[src/design/rbri_pkg.sv]
// Shared widths, constants and types of the rotated box intersector.
`timescale 1ns / 1ps
package rbri_pkg;

    localparam int FRAC_BITS = 16;

    localparam int POS_W     = 32;
    localparam int DIR_W     = 18;
    localparam int TRIG_W    = 18;
    localparam int DIST_W    = 31;
    localparam int CFG_W     = 32;
    localparam int CFG_IDX_W = 3;

    localparam int AXES  = 3;
    localparam int LANES = 2 * AXES;

    // translated origin and rotation products
    localparam int T_W     = POS_W + 1;
    localparam int PROD_W  = T_W + TRIG_W;
    localparam int SUM_W   = PROD_W + 1;
    localparam int O_W     = (SUM_W - FRAC_BITS > T_W + 1) ? SUM_W - FRAC_BITS : T_W + 1;
    localparam int DPROD_W = DIR_W + TRIG_W;
    localparam int DSUM_W  = DPROD_W + 1;
    localparam int DL_W    = (DSUM_W - FRAC_BITS > DIR_W + 1) ? DSUM_W - FRAC_BITS : DIR_W + 1;

    // slab numerators and divider
    localparam int N_W   = O_W + 1;
    localparam int QUO_W = DIST_W + 1;
    localparam int CMP_W = (N_W + FRAC_BITS > DL_W + QUO_W) ? N_W + FRAC_BITS : DL_W + QUO_W;
    localparam int VAL_W = QUO_W + 1;

    localparam logic signed [VAL_W-1:0] VAL_MAX = VAL_W'(1) << DIST_W;
    localparam logic signed [VAL_W-1:0] VAL_MIN = -VAL_MAX;

    // register indexes
    localparam logic [CFG_IDX_W-1:0] REG_CENTER_X  = CFG_IDX_W'(0);
    localparam logic [CFG_IDX_W-1:0] REG_CENTER_Y  = CFG_IDX_W'(1);
    localparam logic [CFG_IDX_W-1:0] REG_CENTER_Z  = CFG_IDX_W'(2);
    localparam logic [CFG_IDX_W-1:0] REG_HALF_EDGE = CFG_IDX_W'(3);
    localparam logic [CFG_IDX_W-1:0] REG_COS_ANGLE = CFG_IDX_W'(4);
    localparam logic [CFG_IDX_W-1:0] REG_SIN_ANGLE = CFG_IDX_W'(5);

    localparam logic [DIST_W-1:0]        HALF_EDGE_RST = DIST_W'(32768);
    localparam logic signed [TRIG_W-1:0] COS_RST       = TRIG_W'(65536);
    localparam logic signed [TRIG_W-1:0] SIN_RST       = '0;

    // per-item sideband that travels alongside the divider lanes
    typedef struct packed {
        logic [DIST_W-1:0] best;
        logic [LANES-1:0]  neg;
        logic [AXES-1:0]   par;
        logic              miss;
    } side_t;

endpackage

[src/design/rbri_div.sv]
// Pipelined restoring divider: one quotient bit per stage, saturating at the top bit.
`timescale 1ns / 1ps
module rbri_div
(
    input  logic                        clk,
    input  logic                        en,
    input  logic [rbri_pkg::N_W-1:0]    dividend,
    input  logic [rbri_pkg::DL_W-1:0]   divisor,
    output logic [rbri_pkg::QUO_W-1:0]  quotient
);
    import rbri_pkg::*;

    logic [CMP_W-1:0] rem_reg [QUO_W-1];
    logic [DL_W-1:0]  dvs_reg [QUO_W-1];
    logic [QUO_W-1:0] quo_reg [QUO_W];

    for (genvar s = 0; s < QUO_W; s++) begin : g_stage
        logic [CMP_W-1:0] rem_in;
        logic [DL_W-1:0]  dvs_in;
        logic [QUO_W-1:0] quo_in;
        logic [CMP_W:0]   trial;

        if (s == 0) begin : g_first
            // dividend is scaled by the fraction before the divide
            assign rem_in = CMP_W'(dividend) << FRAC_BITS;
            assign dvs_in = divisor;
            assign quo_in = '0;
        end
        else begin : g_rest
            assign rem_in = rem_reg[s-1];
            assign dvs_in = dvs_reg[s-1];
            assign quo_in = quo_reg[s-1];
        end

        assign trial = {1'b0, rem_in} - ((CMP_W + 1)'(dvs_in) << (QUO_W - 1 - s));

        always_ff @(posedge clk)
        begin
            if (en)
            begin
                quo_reg[s] <= {quo_in[QUO_W-2:0], ~trial[CMP_W]};
            end
        end

        if (s < QUO_W - 1) begin : g_carry
            logic [CMP_W-1:0] rem_next;

            assign rem_next = trial[CMP_W] ? rem_in : trial[CMP_W-1:0];

            always_ff @(posedge clk)
            begin
                if (en)
                begin
                    rem_reg[s] <= rem_next;
                    dvs_reg[s] <= dvs_in;
                end
            end
        end
    end

    assign quotient = quo_reg[QUO_W-1];

endmodule

[config.mk]
export PLATFORM = sky130hd
export DESIGN_NAME = rbri_div
export DESIGN_NICKNAME = d
export VERILOG_FILES = /design/src/design/rbri_pkg.sv /design/src/design/rbri_div.sv
export SDC_FILE = /design/constraint.sdc
export NUM_CORES = 2
export LEC_CHECK = 0
export BUFFER_PORTS_ARGS = -buffer_cell sky130_fd_sc_hd__clkbuf_2
export CORE_AREA = 2 2 598 600
export DETAILED_ROUTE_END_ITERATION = 12
export DIE_AREA = 0 0 600 602
export PLACE_DENSITY = 0.55
export RECOVER_POWER = 25
export SLEW_MARGIN = 20
export SYNTH_ARGS = -nofsm -noshare
export SYNTH_HDL_FRONTEND = slang
export SYNTH_SLANG_ARGS = --single-unit
[constraint.sdc]
create_clock -name clk -period 5.9 [get_ports clk]
set_clock_uncertainty 0.2 [all_clocks]
set_input_delay 0.295 -clock clk [delete_from_list [all_inputs] [get_ports clk]]
set_output_delay 0.295 -clock clk [all_outputs]
set_load 0.01 [all_outputs]
==> results.md <==
- Critical path's largest stage delay: 550 ps
- Post-Synth Adder-Cell Area: 7.13%
- Nets: 11.5k
- Width of the die: 600 µm
- Worst min path class: input port to flip-flop
- Vias in the first global route: 80.9k
- Initial antenna violation count: 5
- RSZ-0062 raised after global routing: false
- Startpoint type of the worst setup path: input port
- CTS Sinks: 2446
- Tot GR Track Use: 14.2%
- Yosys synthesis warning count: 0
- Drt pass-1 iters: 6
- Post-DP HPWL: 193 mm
- Routed WL: 264 mm
- Port buffer count: 91
- IO Count: 92
- Grt ovf: 0
- H-Tree Depth: 5
- Worst path buffer plus inverter count: 6
- Final Critical Period: 4700 ps
- Crit path cell chain: dlygate4sd3_1 -> clkbuf_2 -> inv_1 -> ha_1 -> fa_1 -> nand2b_1 -> a21oi_1 -> o2111ai_1 -> a21o_1 -> a211oi_1 -> o31a_1 -> o21ai_0 -> and2_1 -> buf_4 -> inv_1 -> mux2_2 -> dlygate4sd3_1
- WP data arrival: 5060 ps
- Static leakage: 52.4 nW
- Top cell type's share of synthesized area: 59.4%
- Crit-path max FO: 37
- Row count: 219
- Largest net degree at the start of global routing: 201
- Post-synthesis instance area: 124000 µm²
- Simple-Gate Fraction of Synth Area: 11.3%
- Mux cell area share after synthesis: 0.855%
- Vias: 79.3k
- Critical-path top delay cell: dlygate4sd3_1
- Synth unique cells: 87
- Height of the die: 602 µm
- P&R area growth vs syn: 13.2%
- Filler instances: 33.3k
- Max-Cap Viols: 0
- Setup Viol. Count Final: 0
- Root Buffer: clkbuf_16
- Most frequent cells in the layout: edfxtp_1, nand2_1, inv_1
- Synth area leader: edfxtp_1
- Drt wl/cell: 16.8 µm
- Async S/R FF share, synth: 0%
- Global-route wire length before repair: 422 mm
- Post-synth EDFFs: 2446
- Xor and xnor area share after synthesis: 6.77%
- Synth Area in Compound Gates: 11.4%
- Power Dens Cells: 451 nW/µm²
- Register area share after synthesis: 59.4%
- Period utilization: 79.6%
- Crit Path Class: input port to flip-flop
- Flops & latches, synth: 2446
- Effective utilization at floorplan: 34.9%
- Slack of the critical path: 1200 ps
- Worst-path clk slew: 60 ps
- Post-layout util: 39.5%
- Synth top area cells: edfxtp_1, ha_1, xnor2_1
- Req. time, crit path: 6260 ps
- Layout cell share with drive strength beyond 1: 6.86%
- Final Hold Viols: 0
- Combinational family with the most area after synthesis: compound AO/OA/AOI/OAI gates
- Post-Syn Area per Cell: 11.9 µm²
- TritonCTS Buffers: 276
- Drt first-iter violations: 5079
- Pins over their slew limit: 0
- Max reg flops: 1267
- Worst vdd ir: 0.226 mV
- ANT nets after route: 0
- Fmax: 0.213 GHz
- Number of gates resized after cts: 0
- Die outline area: 361000 µm²
- CP Capture Type: flip-flop
- Main synth FF type: edfxtp_1
- Status: finished clean
- Post-Syn Nets: 11.2k
- CTS tree: built
- Core area: 355000 µm²
- Commonest non-fill, non-tap cell in the layout: edfxtp_1
- Routability congestion estimate: 0.905
- Worst slew margin: 25.5%
- Vias per cell: 5.04
- Setup TNS: 0 ps
- Critical path's top delay family: compound AO/OA/AOI/OAI gates
- Post-route DRC: 0
- Slew @ Worst Pin: 1120 ps
- Post-Synthesis Cells: 10.4k
- Clk buf depth: 4
- Skew-Pair Late Insertion Delay: 870 ps
- Place WS: 1300 ps
## metrics by stage
step,power [W],hold WS [ps],std cells,area [µm²]
floorplan,0.0410,194,10400,124000
global placement,0.0462,201,15100,130000
detailed placement,0.0467,205,15100,130000
CTS,0.0637,50.5,15700,140000
global route,0.0672,70.2,15700,140000
finish,0.0632,108,15700,140000
## cells in the mapped netlist (26+ instances only)
master and n:
and3_1 50, o31a_1 37, xnor2_1 490, nor3b_1 26, nand2_1 833, or4_1 60, or3_1 115, nor4_1 127
nand2b_1 163, o21bai_1 62, o211ai_1 36, a21o_1 248, ha_1 656, and2_1 38, fa_1 31, nand4_1 66
o31ai_1 70, nand3b_1 34, or2_2 37, edfxtp_1 2446, xor2_1 466, inv_1 817, nor2b_1 107, a211oi_1 58
nand3_1 177, o21a_1 127, mux2_2 86, nor3_1 276, a31oi_1 64, clkbuf_1 194, a21oi_1 702, nor2_1 742
o21ai_0 625
## path summary, 6_finish.rpt
check | cells past startpoint | to | from | slack (ps)
worst max-delay path | 17 | rem_reg[0][47] | dividend[15] | 1200
worst min-delay path | 2 | rem_reg[0][20] | dividend[4] | 110
worst max register to register | 12 | rem_reg[0][141] | dvs_reg[0][21] | 1280
worst min register to register | 0 | quo_reg[17][10] | quo_reg[16][9] | 190
## power by group
group,switching [W],internal [W]
registers,0.00229,0.0238
logic,0.0118,0.00874
clock network,0.00682,0.00972
total,0.0209,0.0423
## repair_timing
action | CTS | global route
setup buffers | 0 | 0
hold buffers | 101 | 0
hold endpoints to repair | 156 | 0
## routing by layer
metal | track usage (%) | wire (µm) | up-vias
li1 | - | - | 38900
met1 | 15.6 | 103000 | 38100
met2 | 27.1 | 141000 | 1587
met3 | 1.70 | 8210 | 655
met4 | 6.51 | 11700 | 0
met5 | 0 | 0 | -
## layout make-up
cell class / instances / area, µm² / share of cell area (%)
Antenna cell: 7 / 17.5 / 0.0125
Inverter: 826 / 3100 / 2.21
Tap cell: 4751 / 5940 / 4.25
Timing Repair Buffer: 283 / 2380 / 1.70
Clock inverter: 148 / 1350 / 0.964
Sequential cell: 2446 / 73500 / 52.5
Multi-Input combinational cell: 6929 / 46500 / 33.2
Clock buffer: 336 / 7280 / 5.20
## logic make-up (layout without fill, tap and decap cells)
| logic type | Yosys count | in the layout |
|---|---|---|
| flip-flops | 2446 | 2446 |
| multiplexers | 95 | 95 |
| adder cells (fa/ha/maj) | 687 | 687 |
| AND/OR/NAND/NOR | 2908 | 2908 |
| buffers and inverters | 1036 | 1593 |
| XOR/XNOR | 956 | 956 |
| AO/OA/AOI/OAI | 2283 | 2283 |
| other | 0 | 7 |
Power figures use the tool's default switching activity.
